[src/rtl/core/biquad_iir_filter_top_macros.svh]
// Assertion macros shared by the biquad filter RTL.
// Each macro expects i_clk and i_rst_n to be visible in the module that uses it.
`ifndef BIQUAD_IIR_FILTER_TOP_MACROS_SVH
`define BIQUAD_IIR_FILTER_TOP_MACROS_SVH

// Consequent must hold in the same cycle as the antecedent.
`define BIQ_ASSERT_SAME(lbl, ante, cons, msg) \
    lbl: assert property (@(posedge i_clk) disable iff (!i_rst_n) (ante) |-> (cons)) \
        else $error(msg);

// Consequent must hold in the cycle after the antecedent.
`define BIQ_ASSERT_NEXT(lbl, ante, cons, msg) \
    lbl: assert property (@(posedge i_clk) disable iff (!i_rst_n) (ante) |=> (cons)) \
        else $error(msg);

`endif

[src/rtl/core/biq_pkg.sv]
// Shared widths, register indexes, types and datapath commands of the biquad filter.
// No dependencies; every RTL module imports this package.
package biq_pkg;

    localparam int SAMPLE_BITS    = 16;
    localparam int COEF_BITS      = 24;
    localparam int COEF_FRAC_BITS = 22;
    localparam int PROD_BITS      = SAMPLE_BITS + COEF_BITS;
    localparam int ACC_BITS       = SAMPLE_BITS + COEF_BITS + 2;
    localparam int SUM_BITS       = ACC_BITS + 2;
    localparam int Q_BITS         = SUM_BITS - COEF_FRAC_BITS;
    localparam int CFG_IDX_BITS   = 3;
    localparam int CFG_DATA_BITS  = COEF_BITS;

    // Register indexes of the configuration port.
    localparam logic [CFG_IDX_BITS-1:0] REG_COEF_B0     = CFG_IDX_BITS'(0);
    localparam logic [CFG_IDX_BITS-1:0] REG_COEF_B1     = CFG_IDX_BITS'(1);
    localparam logic [CFG_IDX_BITS-1:0] REG_COEF_B2     = CFG_IDX_BITS'(2);
    localparam logic [CFG_IDX_BITS-1:0] REG_COEF_A1     = CFG_IDX_BITS'(3);
    localparam logic [CFG_IDX_BITS-1:0] REG_COEF_A2     = CFG_IDX_BITS'(4);
    localparam logic [CFG_IDX_BITS-1:0] REG_FORM_SELECT = CFG_IDX_BITS'(5);

    // Unity gain in Q2.22.
    localparam logic signed [COEF_BITS-1:0] COEF_ONE = COEF_BITS'(1) << COEF_FRAC_BITS;

    typedef enum logic {
        FORM_DF1  = 1'b0,
        FORM_TDF2 = 1'b1
    } t_form;

    typedef struct packed {
        logic signed [COEF_BITS-1:0] b0;
        logic signed [COEF_BITS-1:0] b1;
        logic signed [COEF_BITS-1:0] b2;
        logic signed [COEF_BITS-1:0] a1;
        logic signed [COEF_BITS-1:0] a2;
    } t_coefs;

    // Operand pairs of the shared multiplier.
    typedef enum logic [3:0] {
        MUL_B0_X,
        MUL_B1_XP1,
        MUL_B2_XP2,
        MUL_A1_YP1,
        MUL_A2_YP2,
        MUL_B1_X,
        MUL_B2_X,
        MUL_A1_Y,
        MUL_A2_Y
    } t_mul_sel;

    // What a product is added to when it reaches the accumulator.
    typedef enum logic [1:0] {
        BASE_ZERO,
        BASE_ACC,
        BASE_ACC1,
        BASE_ACC2
    } t_acc_base;

    typedef enum logic [4:0] {
        ST_IDLE,
        ST_D0,
        ST_D1,
        ST_D2,
        ST_D3,
        ST_D4,
        ST_DDRAIN,
        ST_DROUND,
        ST_T0,
        ST_TWAIT,
        ST_TROUND,
        ST_T3,
        ST_T4,
        ST_T5,
        ST_T6,
        ST_TDRAIN,
        ST_DONE
    } t_state;

    typedef struct packed {
        logic      load;       // latch the input sample, clear history on restart
        logic      mul_en;     // issue a product this cycle
        t_mul_sel  mul_sel;
        t_acc_base base;
        logic      wr_acc1;    // product lands as the new accum_one
        logic      wr_acc2;    // product lands as the new accum_two
        logic      round;      // round and saturate the accumulator into y
        logic      shift_df1;  // shift direct form 1 history with the new y
        logic      out_load;   // move y into the output register
    } t_dp_cmd;

endpackage

[src/rtl/core/biq_dp.sv]
// Datapath of the biquad filter: history, shared multiplier, accumulator, rounding.
// Depends on biq_pkg; driven by biq_ctrl through a t_dp_cmd command word.
module biq_dp
    import biq_pkg::*;
(
    input  logic                          i_clk,
    input  logic                          i_rst_n,
    input  t_dp_cmd                       i_cmd,
    input  t_coefs                        i_coefs,
    input  logic signed [SAMPLE_BITS-1:0] i_sample,
    input  logic                          i_restart,
    output logic signed [SAMPLE_BITS-1:0] o_sample,
    output logic                          o_clipped
);

    localparam int ACC_EXT  = SUM_BITS - ACC_BITS;
    localparam int PROD_EXT = SUM_BITS - PROD_BITS;
    localparam logic signed [SUM_BITS-1:0] HALF_LSB = SUM_BITS'(1) << (COEF_FRAC_BITS - 1);
    localparam logic signed [SAMPLE_BITS-1:0] Y_MAX = {1'b0, {(SAMPLE_BITS-1){1'b1}}};
    localparam logic signed [SAMPLE_BITS-1:0] Y_MIN = {1'b1, {(SAMPLE_BITS-1){1'b0}}};

    logic signed [SAMPLE_BITS-1:0] r_x, r_xp1, r_xp2, r_yp1, r_yp2, r_y;
    logic signed [ACC_BITS-1:0]    r_acc1, r_acc2;
    logic signed [SUM_BITS-1:0]    r_acc;
    logic signed [PROD_BITS-1:0]   r_prod;
    logic                          r_pv, r_pneg, r_pwr1, r_pwr2;
    t_acc_base                     r_pbase;
    logic                          r_clip;
    logic signed [SAMPLE_BITS-1:0] r_out_sample;
    logic                          r_out_clip;

    logic signed [COEF_BITS-1:0]   w_coef;
    logic signed [SAMPLE_BITS-1:0] w_dat;
    logic                          w_neg;
    logic signed [PROD_BITS-1:0]   n_prod;
    logic signed [SUM_BITS-1:0]    w_base, w_pext, w_acc_sum;
    logic signed [SUM_BITS-1:0]    w_rsum;
    logic signed [Q_BITS-1:0]      w_q;
    logic                          w_ovf;
    logic signed [SAMPLE_BITS-1:0] n_y;

    always_comb begin
        unique case (i_cmd.mul_sel)
            MUL_B0_X:   begin w_coef = i_coefs.b0; w_dat = r_x;   w_neg = 1'b0; end
            MUL_B1_XP1: begin w_coef = i_coefs.b1; w_dat = r_xp1; w_neg = 1'b0; end
            MUL_B2_XP2: begin w_coef = i_coefs.b2; w_dat = r_xp2; w_neg = 1'b0; end
            MUL_A1_YP1: begin w_coef = i_coefs.a1; w_dat = r_yp1; w_neg = 1'b1; end
            MUL_A2_YP2: begin w_coef = i_coefs.a2; w_dat = r_yp2; w_neg = 1'b1; end
            MUL_B1_X:   begin w_coef = i_coefs.b1; w_dat = r_x;   w_neg = 1'b0; end
            MUL_B2_X:   begin w_coef = i_coefs.b2; w_dat = r_x;   w_neg = 1'b0; end
            MUL_A1_Y:   begin w_coef = i_coefs.a1; w_dat = r_y;   w_neg = 1'b1; end
            MUL_A2_Y:   begin w_coef = i_coefs.a2; w_dat = r_y;   w_neg = 1'b1; end
            default:    begin w_coef = '0;         w_dat = '0;    w_neg = 1'b0; end
        endcase
    end

    assign n_prod = PROD_BITS'(w_coef * w_dat);

    // The accumulator needs no saturation: five 16 x 24 bit products stay far below
    // the working width, and the stored accumulators stay inside 42 bits.
    always_comb begin
        unique case (r_pbase)
            BASE_ZERO: w_base = '0;
            BASE_ACC:  w_base = r_acc;
            BASE_ACC1: w_base = {{ACC_EXT{r_acc1[ACC_BITS-1]}}, r_acc1};
            BASE_ACC2: w_base = {{ACC_EXT{r_acc2[ACC_BITS-1]}}, r_acc2};
            default:   w_base = '0;
        endcase
    end

    assign w_pext    = {{PROD_EXT{r_prod[PROD_BITS-1]}}, r_prod};
    assign w_acc_sum = r_pneg ? (w_base - w_pext) : (w_base + w_pext);

    // Round half up, then take the integer part by dropping the fraction bits.
    assign w_rsum = r_acc + HALF_LSB;
    assign w_q    = w_rsum[SUM_BITS-1:COEF_FRAC_BITS];
    assign w_ovf  = (w_q[Q_BITS-1:SAMPLE_BITS-1] != {(Q_BITS-SAMPLE_BITS+1){1'b0}})
                 && (w_q[Q_BITS-1:SAMPLE_BITS-1] != {(Q_BITS-SAMPLE_BITS+1){1'b1}});
    assign n_y    = w_ovf ? (w_q[Q_BITS-1] ? Y_MIN : Y_MAX) : w_q[SAMPLE_BITS-1:0];

    always_ff @(posedge i_clk) begin
        if (!i_rst_n) begin
            r_xp1  <= '0;
            r_xp2  <= '0;
            r_yp1  <= '0;
            r_yp2  <= '0;
            r_acc1 <= '0;
            r_acc2 <= '0;
            r_pv   <= 1'b0;
        end else begin
            r_pv <= i_cmd.mul_en;
            if (i_cmd.load && i_restart) begin
                r_xp1  <= '0;
                r_xp2  <= '0;
                r_yp1  <= '0;
                r_yp2  <= '0;
                r_acc1 <= '0;
                r_acc2 <= '0;
            end
            if (r_pv && r_pwr1) begin
                r_acc1 <= w_acc_sum[ACC_BITS-1:0];
            end
            if (r_pv && r_pwr2) begin
                r_acc2 <= w_acc_sum[ACC_BITS-1:0];
            end
            if (i_cmd.round && i_cmd.shift_df1) begin
                r_xp2 <= r_xp1;
                r_xp1 <= r_x;
                r_yp2 <= r_yp1;
                r_yp1 <= n_y;
            end
        end
    end

    always_ff @(posedge i_clk) begin
        if (i_cmd.load) begin
            r_x <= i_sample;
        end
        if (i_cmd.mul_en) begin
            r_prod  <= n_prod;
            r_pneg  <= w_neg;
            r_pbase <= i_cmd.base;
            r_pwr1  <= i_cmd.wr_acc1;
            r_pwr2  <= i_cmd.wr_acc2;
        end
        if (r_pv) begin
            r_acc <= w_acc_sum;
        end
        if (i_cmd.round) begin
            r_y    <= n_y;
            r_clip <= w_ovf;
        end
        if (i_cmd.out_load) begin
            r_out_sample <= r_y;
            r_out_clip   <= r_clip;
        end
    end

    assign o_sample  = r_out_sample;
    assign o_clipped = r_out_clip;

endmodule

[src/rtl/core/biq_ctrl.sv]
// Sequencer of the biquad filter: handshakes and the per-form multiply schedule.
// Depends on biq_pkg and biquad_iir_filter_top_macros.svh; commands biq_dp.
`include "biquad_iir_filter_top_macros.svh"

module biq_ctrl
    import biq_pkg::*;
(
    input  logic    i_clk,
    input  logic    i_rst_n,
    input  t_form   i_form,
    input  logic    i_s_tvalid,
    output logic    o_s_tready,
    output logic    o_m_tvalid,
    input  logic    i_m_tready,
    output t_dp_cmd o_cmd
);

    t_state  r_state, n_state;
    logic    r_out_valid, n_out_valid;
    logic    w_accept, w_slot_free;

    assign o_s_tready  = (r_state == ST_IDLE);
    assign w_accept    = i_s_tvalid && o_s_tready;
    assign w_slot_free = !r_out_valid || i_m_tready;
    assign o_m_tvalid  = r_out_valid;

    always_ff @(posedge i_clk) begin
        if (!i_rst_n) begin
            r_state     <= ST_IDLE;
            r_out_valid <= 1'b0;
        end else begin
            r_state     <= n_state;
            r_out_valid <= n_out_valid;
        end
    end

    always_comb begin
        n_state       = r_state;
        n_out_valid   = r_out_valid && !i_m_tready;
        o_cmd         = '0;
        o_cmd.mul_sel = MUL_B0_X;
        o_cmd.base    = BASE_ZERO;
        unique case (r_state)
            ST_IDLE: begin
                if (w_accept) begin
                    o_cmd.load = 1'b1;
                    n_state    = (i_form == FORM_TDF2) ? ST_T0 : ST_D0;
                end
            end
            // Direct form 1: five products summed, then one rounding step.
            ST_D0: begin
                o_cmd.mul_en = 1'b1; o_cmd.mul_sel = MUL_B0_X; o_cmd.base = BASE_ZERO;
                n_state = ST_D1;
            end
            ST_D1: begin
                o_cmd.mul_en = 1'b1; o_cmd.mul_sel = MUL_B1_XP1; o_cmd.base = BASE_ACC;
                n_state = ST_D2;
            end
            ST_D2: begin
                o_cmd.mul_en = 1'b1; o_cmd.mul_sel = MUL_B2_XP2; o_cmd.base = BASE_ACC;
                n_state = ST_D3;
            end
            ST_D3: begin
                o_cmd.mul_en = 1'b1; o_cmd.mul_sel = MUL_A1_YP1; o_cmd.base = BASE_ACC;
                n_state = ST_D4;
            end
            ST_D4: begin
                o_cmd.mul_en = 1'b1; o_cmd.mul_sel = MUL_A2_YP2; o_cmd.base = BASE_ACC;
                n_state = ST_DDRAIN;
            end
            ST_DDRAIN: begin
                n_state = ST_DROUND;
            end
            ST_DROUND: begin
                o_cmd.round     = 1'b1;
                o_cmd.shift_df1 = 1'b1;
                n_state         = ST_DONE;
            end
            // Transposed form 2: y first, then both accumulators from x and y.
            ST_T0: begin
                o_cmd.mul_en = 1'b1; o_cmd.mul_sel = MUL_B0_X; o_cmd.base = BASE_ACC1;
                n_state = ST_TWAIT;
            end
            ST_TWAIT: begin
                n_state = ST_TROUND;
            end
            ST_TROUND: begin
                o_cmd.round = 1'b1;
                n_state     = ST_T3;
            end
            ST_T3: begin
                o_cmd.mul_en = 1'b1; o_cmd.mul_sel = MUL_B1_X; o_cmd.base = BASE_ACC2;
                n_state = ST_T4;
            end
            ST_T4: begin
                o_cmd.mul_en  = 1'b1; o_cmd.mul_sel = MUL_A1_Y; o_cmd.base = BASE_ACC;
                o_cmd.wr_acc1 = 1'b1;
                n_state = ST_T5;
            end
            ST_T5: begin
                o_cmd.mul_en = 1'b1; o_cmd.mul_sel = MUL_B2_X; o_cmd.base = BASE_ZERO;
                n_state = ST_T6;
            end
            ST_T6: begin
                o_cmd.mul_en  = 1'b1; o_cmd.mul_sel = MUL_A2_Y; o_cmd.base = BASE_ACC;
                o_cmd.wr_acc2 = 1'b1;
                n_state = ST_TDRAIN;
            end
            ST_TDRAIN: begin
                n_state = ST_DONE;
            end
            ST_DONE: begin
                if (w_slot_free) begin
                    o_cmd.out_load = 1'b1;
                    n_out_valid    = 1'b1;
                    n_state        = ST_IDLE;
                end
            end
            default: begin
                n_state = ST_IDLE;
            end
        endcase
    end

    `BIQ_ASSERT_NEXT(a_busy_after_accept, w_accept, (r_state != ST_IDLE), "idle right after accepting a sample")
    `BIQ_ASSERT_NEXT(a_one_at_a_time, w_accept, !o_s_tready, "second sample taken while one is in work")
    `BIQ_ASSERT_SAME(a_no_overwrite, o_cmd.out_load, (!r_out_valid || i_m_tready), "output overwritten before it was taken")

endmodule

[src/rtl/core/biquad_iir_filter_top.sv]
// Biquad IIR section, top level: configuration registers and stream ports.
// Depends on biq_pkg, biq_ctrl and biq_dp.
//
// One 16-bit sample in gives one rounded, saturated 16-bit sample out, with a clip
// flag. All five products share a single 16 x 24 bit multiplier with a registered
// product, so a new sample is accepted only after the last one has run through its
// multiply schedule in direct form 1 or transposed direct form 2; a result not yet
// taken holds the next one back only at its end. Coefficient and form writes keep
// the filter history; tuser bit restart clears it.
module biquad_iir_filter_top
    import biq_pkg::*;
(
    input  logic                     i_clk,
    input  logic                     i_rst_n,
    input  logic                     s_axis_tvalid,
    output logic                     s_axis_tready,
    input  logic [15:0]              s_axis_tdata,   // [15:0] sample_in
    input  logic [0:0]               s_axis_tuser,   // [0] restart
    output logic                     m_axis_tvalid,
    input  logic                     m_axis_tready,
    output logic [15:0]              m_axis_tdata,   // [15:0] sample_out
    output logic [0:0]               m_axis_tuser,   // [0] clipped
    input  logic                     i_cfg_we,
    input  logic [CFG_IDX_BITS-1:0]  i_cfg_addr,
    input  logic [CFG_DATA_BITS-1:0] i_cfg_wdata
);

    t_coefs  r_coefs;
    t_form   r_form;
    t_dp_cmd w_cmd;

    always_ff @(posedge i_clk) begin
        if (!i_rst_n) begin
            r_coefs.b0 <= COEF_ONE;
            r_coefs.b1 <= '0;
            r_coefs.b2 <= '0;
            r_coefs.a1 <= '0;
            r_coefs.a2 <= '0;
            r_form     <= FORM_DF1;
        end else if (i_cfg_we) begin
            unique case (i_cfg_addr)
                REG_COEF_B0:     r_coefs.b0 <= i_cfg_wdata[COEF_BITS-1:0];
                REG_COEF_B1:     r_coefs.b1 <= i_cfg_wdata[COEF_BITS-1:0];
                REG_COEF_B2:     r_coefs.b2 <= i_cfg_wdata[COEF_BITS-1:0];
                REG_COEF_A1:     r_coefs.a1 <= i_cfg_wdata[COEF_BITS-1:0];
                REG_COEF_A2:     r_coefs.a2 <= i_cfg_wdata[COEF_BITS-1:0];
                REG_FORM_SELECT: r_form     <= t_form'(i_cfg_wdata[0]);
                default: begin
                end
            endcase
        end
    end

    biq_ctrl u_ctrl (
        .i_clk      (i_clk),
        .i_rst_n    (i_rst_n),
        .i_form     (r_form),
        .i_s_tvalid (s_axis_tvalid),
        .o_s_tready (s_axis_tready),
        .o_m_tvalid (m_axis_tvalid),
        .i_m_tready (m_axis_tready),
        .o_cmd      (w_cmd)
    );

    biq_dp u_dp (
        .i_clk     (i_clk),
        .i_rst_n   (i_rst_n),
        .i_cmd     (w_cmd),
        .i_coefs   (r_coefs),
        .i_sample  (s_axis_tdata[SAMPLE_BITS-1:0]),
        .i_restart (s_axis_tuser[0]),
        .o_sample  (m_axis_tdata[SAMPLE_BITS-1:0]),
        .o_clipped (m_axis_tuser[0])
    );

endmodule
[config.mk]
export PLATFORM = sky130hd
export DESIGN_NAME = biquad_iir_filter_top
export DESIGN_NICKNAME = d
export VERILOG_FILES = /design/src/rtl/core/biq_pkg.sv /design/src/rtl/core/biq_dp.sv /design/src/rtl/core/biq_ctrl.sv /design/src/rtl/core/biquad_iir_filter_top.sv
export VERILOG_INCLUDE_DIRS = /design/src /design/src/rtl/core
export SDC_FILE = /design/constraint.sdc
export NUM_CORES = 2
export LEC_CHECK = 0
export ABC_AREA = 1
export ABC_CLOCK_PERIOD_IN_PS = 6360
export BUFFER_PORTS_ARGS = -buffer_cell sky130_fd_sc_hd__buf_4
export CAP_MARGIN = 20
export CORE_ASPECT_RATIO = 1.5
export CORE_MARGIN = 1
export CORE_UTILIZATION = 44
export DETAILED_ROUTE_END_ITERATION = 7
export GPL_TIMING_DRIVEN = 0
export PLACE_DENSITY = 0.71
export SLEW_MARGIN = 40
export SYNTH_ARGS = -nofsm -noshare
export SYNTH_HDL_FRONTEND = slang
export SYNTH_SLANG_ARGS = --single-unit
[constraint.sdc]
create_clock -name i_clk -period 6.36 [get_ports i_clk]
set_input_delay 0.318 -clock i_clk [delete_from_list [all_inputs] [get_ports i_clk]]
set_output_delay 0.318 -clock i_clk [all_outputs]
set_load 0.01 [all_outputs]
==> flow_metrics.env <==
export IMPL_place_inst=5749
export IMPL_worstSetupPathType="register to register"
export IMPL_async_flop_share_pct=0
export IMPL_place_area_um2=37900
export IMPL_synth_edf_count=139
export IMPL_min_delay_start="i_cfg_wdata[0]"
export IMPL_die_area_um2=82300
export IMPL_layout_drive_gt1_share_pct=17.1
export IMPL_synth_area_um2=35700
export IMPL_yosys_warnings=0
export IMPL_grt_start_max_net_pins=45
export IMPL_cpMaxStageDelayCell="fa_2"
export IMPL_min_to="r_coefs[96]"
export IMPL_io_buffers=67
export IMPL_finClkSkew_ps=28.3
export IMPL_setup_viol=28
export IMPL_cp_max_fo=8
export IMPL_required_ps=6700
export IMPL_insertedDiodeCount=0
export IMPL_fin_nets=5533
export IMPL_fin_area_um2=43500
export IMPL_synth_fp_nets=5211
export IMPL_ioPinCount=68
export IMPL_fin_crit_sh_pct=113
export IMPL_grt_pass1_wl_um=182000
export IMPL_fin_cells=6030
export IMPL_gp_congestion=1.03
export IMPL_setup_ws_ps=-848
export IMPL_yosysMostFrequentCell="nand2_1"
export IMPL_cts_reportedPaths_clkPinSlew_ps=60
export IMPL_holdPathStages=3
export IMPL_fp_row_count=127
export IMPL_coreArea_um2=80100
export IMPL_cts_buffer_depth=3
export IMPL_avgSynthCellArea_um2=7.68
export IMPL_fmax_ghz=0.139
export IMPL_tightest_slew_ps=953
export IMPL_drtAntennaViolNets=0
export IMPL_grt_pass1_vias=32706
export IMPL_cap_violations=0
export IMPL_fin_hold_ws_ps=18.5
export IMPL_clockRootBuffer="clkbuf_16"
export IMPL_drc=0
export IMPL_critPathMaxStageDelay_ps=590
export IMPL_antenna_found_initial=0
export IMPL_worstPathArrival_ps=7550
export IMPL_cts_buffers=42
export IMPL_die_y_um=351
export IMPL_max_slew_margin_rel_pct=36.2
export IMPL_num_vias=32899
export IMPL_clock_latency_ps=620
export IMPL_synth_flop_cell="dfxtp_1"
export IMPL_cts_max_level=2
export IMPL_die_w_um=235
export IMPL_cts_tree="built"
export IMPL_rsz0062_at_grt="true"
export IMPL_timing_rr_start="u_ctrl.r_state[1]"
export IMPL_wire_per_inst_um=20.5
export IMPL_synth_cells=4644
export IMPL_synth_top_area_share_pct=21.1
export IMPL_numClockSinks=415
export IMPL_end_kind="register"
export IMPL_routed_via_density=5.46
export IMPL_final_util_pct=54.3
export IMPL_status="complete, but fails checks"
export IMPL_synth_seq_area_share_pct=27.2
export IMPL_reg2reg_depth=35
export IMPL_hold_viol_final=0
export IMPL_initial_core_util_pct=44.6
export IMPL_rr_endpoint="u_dp.r_prod[25]"
export IMPL_cp_start_kind="register"
export IMPL_final_max_slew_viol_count=0
export IMPL_routed_wirelength_um=124000
export IMPL_fin_crit_ps=7210
export IMPL_r2r_slack_ps=-850
export IMPL_area_growth_pct=21.9
export IMPL_ys_seq_elements=415
export IMPL_ys_top_cells_by_area="fa_1, dfxtp_1, nand2_1, edfxtp_1, inv_1"
export IMPL_crit_top_cell="nand2_4"
export IMPL_violations="setup timing"
export IMPL_grt_ovfl_total=0
export IMPL_synth_common_cells="nand2_1, inv_1, nor2_1"
export IMPL_synth_cell_types=59
export IMPL_hpwl_um=94500
export IMPL_drt_iter0_markers=2634
export IMPL_grt_usage_pct=29.2
export IMPL_synth_largest_area_cell="fa_1"
export IMPL_hp_class="input pin to register"
export IMPL_drtPass1Iterations=8
-- repair_timing --
action,4_1_cts,5_1_grt
hold buffers,41,0
setup endpoints to repair,32,32
hold endpoints to repair,76,0
cloned,1,6
pin swaps,54,146
resized for setup,259,368
setup buffers,60,97
-- stage by stage --
stage,worst slack [ps],setup TNS (ps)
final,-848,-18850
after global routing,-1060,-24450
after CTS,-788,-16560
after detailed placement,-1610,-39200
after global placement,-1570,-38020
after floorplan,-46.6,-46.6
-- flip-flops by register name (all words and copies together) (netlist names), 2 cells and up --
| signal | flops |
|---|---|
| u_dp.r_prod | 40 |
| u_dp.r_xp2 | 16 |
| u_dp.r_acc2 | 42 |
| u_dp.r_x | 16 |
| u_dp.r_yp2 | 16 |
| r_coefs | 120 |
| u_dp.r_pbase | 2 |
| u_ctrl.r_state | 5 |
| u_dp.r_acc1 | 42 |
| u_dp.r_yp1 | 16 |
| u_dp.r_y | 16 |
| u_dp.r_acc | 44 |
| u_dp.r_xp1 | 16 |
| u_dp.o_sample | 16 |
-- metal layers --
layer	vias to the layer above	routed length [µm]	GRT usage [%]
met5	-	0	0
li1	15075	-	-
met3	538	8080	3.48
met1	15788	42200	31.5
met4	0	11400	21.2
met2	1498	62200	52.2
-- how the worst max path moves through the flow --
| stage | startpoint | to | slack (ps) |
|---|---|---|---|
| detailed placement | u_ctrl.r_state[3] | u_dp.r_prod[39] | -1610 |
| CTS | u_ctrl.r_state[1] | u_dp.r_prod[39] | -790 |
| floorplan | u_ctrl.r_state[2] | u_dp.r_prod[39] | -50 |
| global placement | u_ctrl.r_state[1] | u_dp.r_prod[26] | -1570 |
| finish | u_ctrl.r_state[1] | u_dp.r_prod[25] | -850 |
| global route | u_ctrl.r_state[1] | u_dp.r_prod[35] | -1060 |
-- critical path, delay by kind of cell (launching register included) --
family	cells	cell delay (ps)
AND/OR/NAND/NOR	14	1600
adder cells (fa/ha/maj)	7	3300
XOR/XNOR	1	180
buffers and inverters	9	830
flip-flops	1	380
AO/OA/AOI/OAI	4	640
-- cell families after synthesis --
family | synth area share, %
and+or+nand+nor | 21.1
AOI/OAI and AO/OA | 11.3
adders and majority gates | 26.1
xor gates and xnor gates | 2.97
buffers and inverters | 11.4
DFF | 27.2
-- final cells by class --
| cell class | instances | area (µm²) |
|---|---|---|
| plain buffers | 174 | 1260 |
| clock buffers | 57 | 1190 |
| clock inverters | 19 | 220 |
| fillers | 7178 | 36600 |
| inverters | 866 | 3280 |
| multi-input cells | 3189 | 24000 |
| flip-flops and latches | 415 | 9720 |
| well taps | 1032 | 1290 |
| repair buffers | 278 | 2520 |
-- placed cells by master, fill, tap and decap left out, types with 13 or more instances in the layout --
| master | count |
|---|---|
| fa_2 | 40 |
| o211ai_1 | 18 |
| nor2_1 | 408 |
| edfxtp_1 | 139 |
| ha_4 | 29 |
| buf_4 | 215 |
| o21ai_4 | 31 |
| nand2_1 | 1063 |
| buf_6 | 37 |
| clkbuf_16 | 51 |
| xor2_1 | 90 |
| nand2_4 | 29 |
| and2_1 | 15 |
| clkbuf_1 | 95 |
| fa_1 | 336 |
| a221oi_2 | 24 |
| nor2_4 | 22 |
| dfxtp_1 | 270 |
| xnor2_1 | 20 |
| a31oi_1 | 13 |
| a21oi_1 | 277 |
| nand3_1 | 135 |
| nor3_1 | 25 |
| nand3_4 | 13 |
| nor2_2 | 33 |
| nand4_1 | 27 |
| inv_2 | 89 |
| buf_2 | 15 |
| ha_1 | 110 |
| dlygate4sd3_1 | 41 |
| nand2_2 | 51 |
| buf_12 | 21 |
| buf_8 | 16 |
| inv_1 | 764 |
| o21ai_0 | 215 |
Power is not shown: default switching activity piles up to over one toggle a cycle in this logic, so the estimate is an artifact.
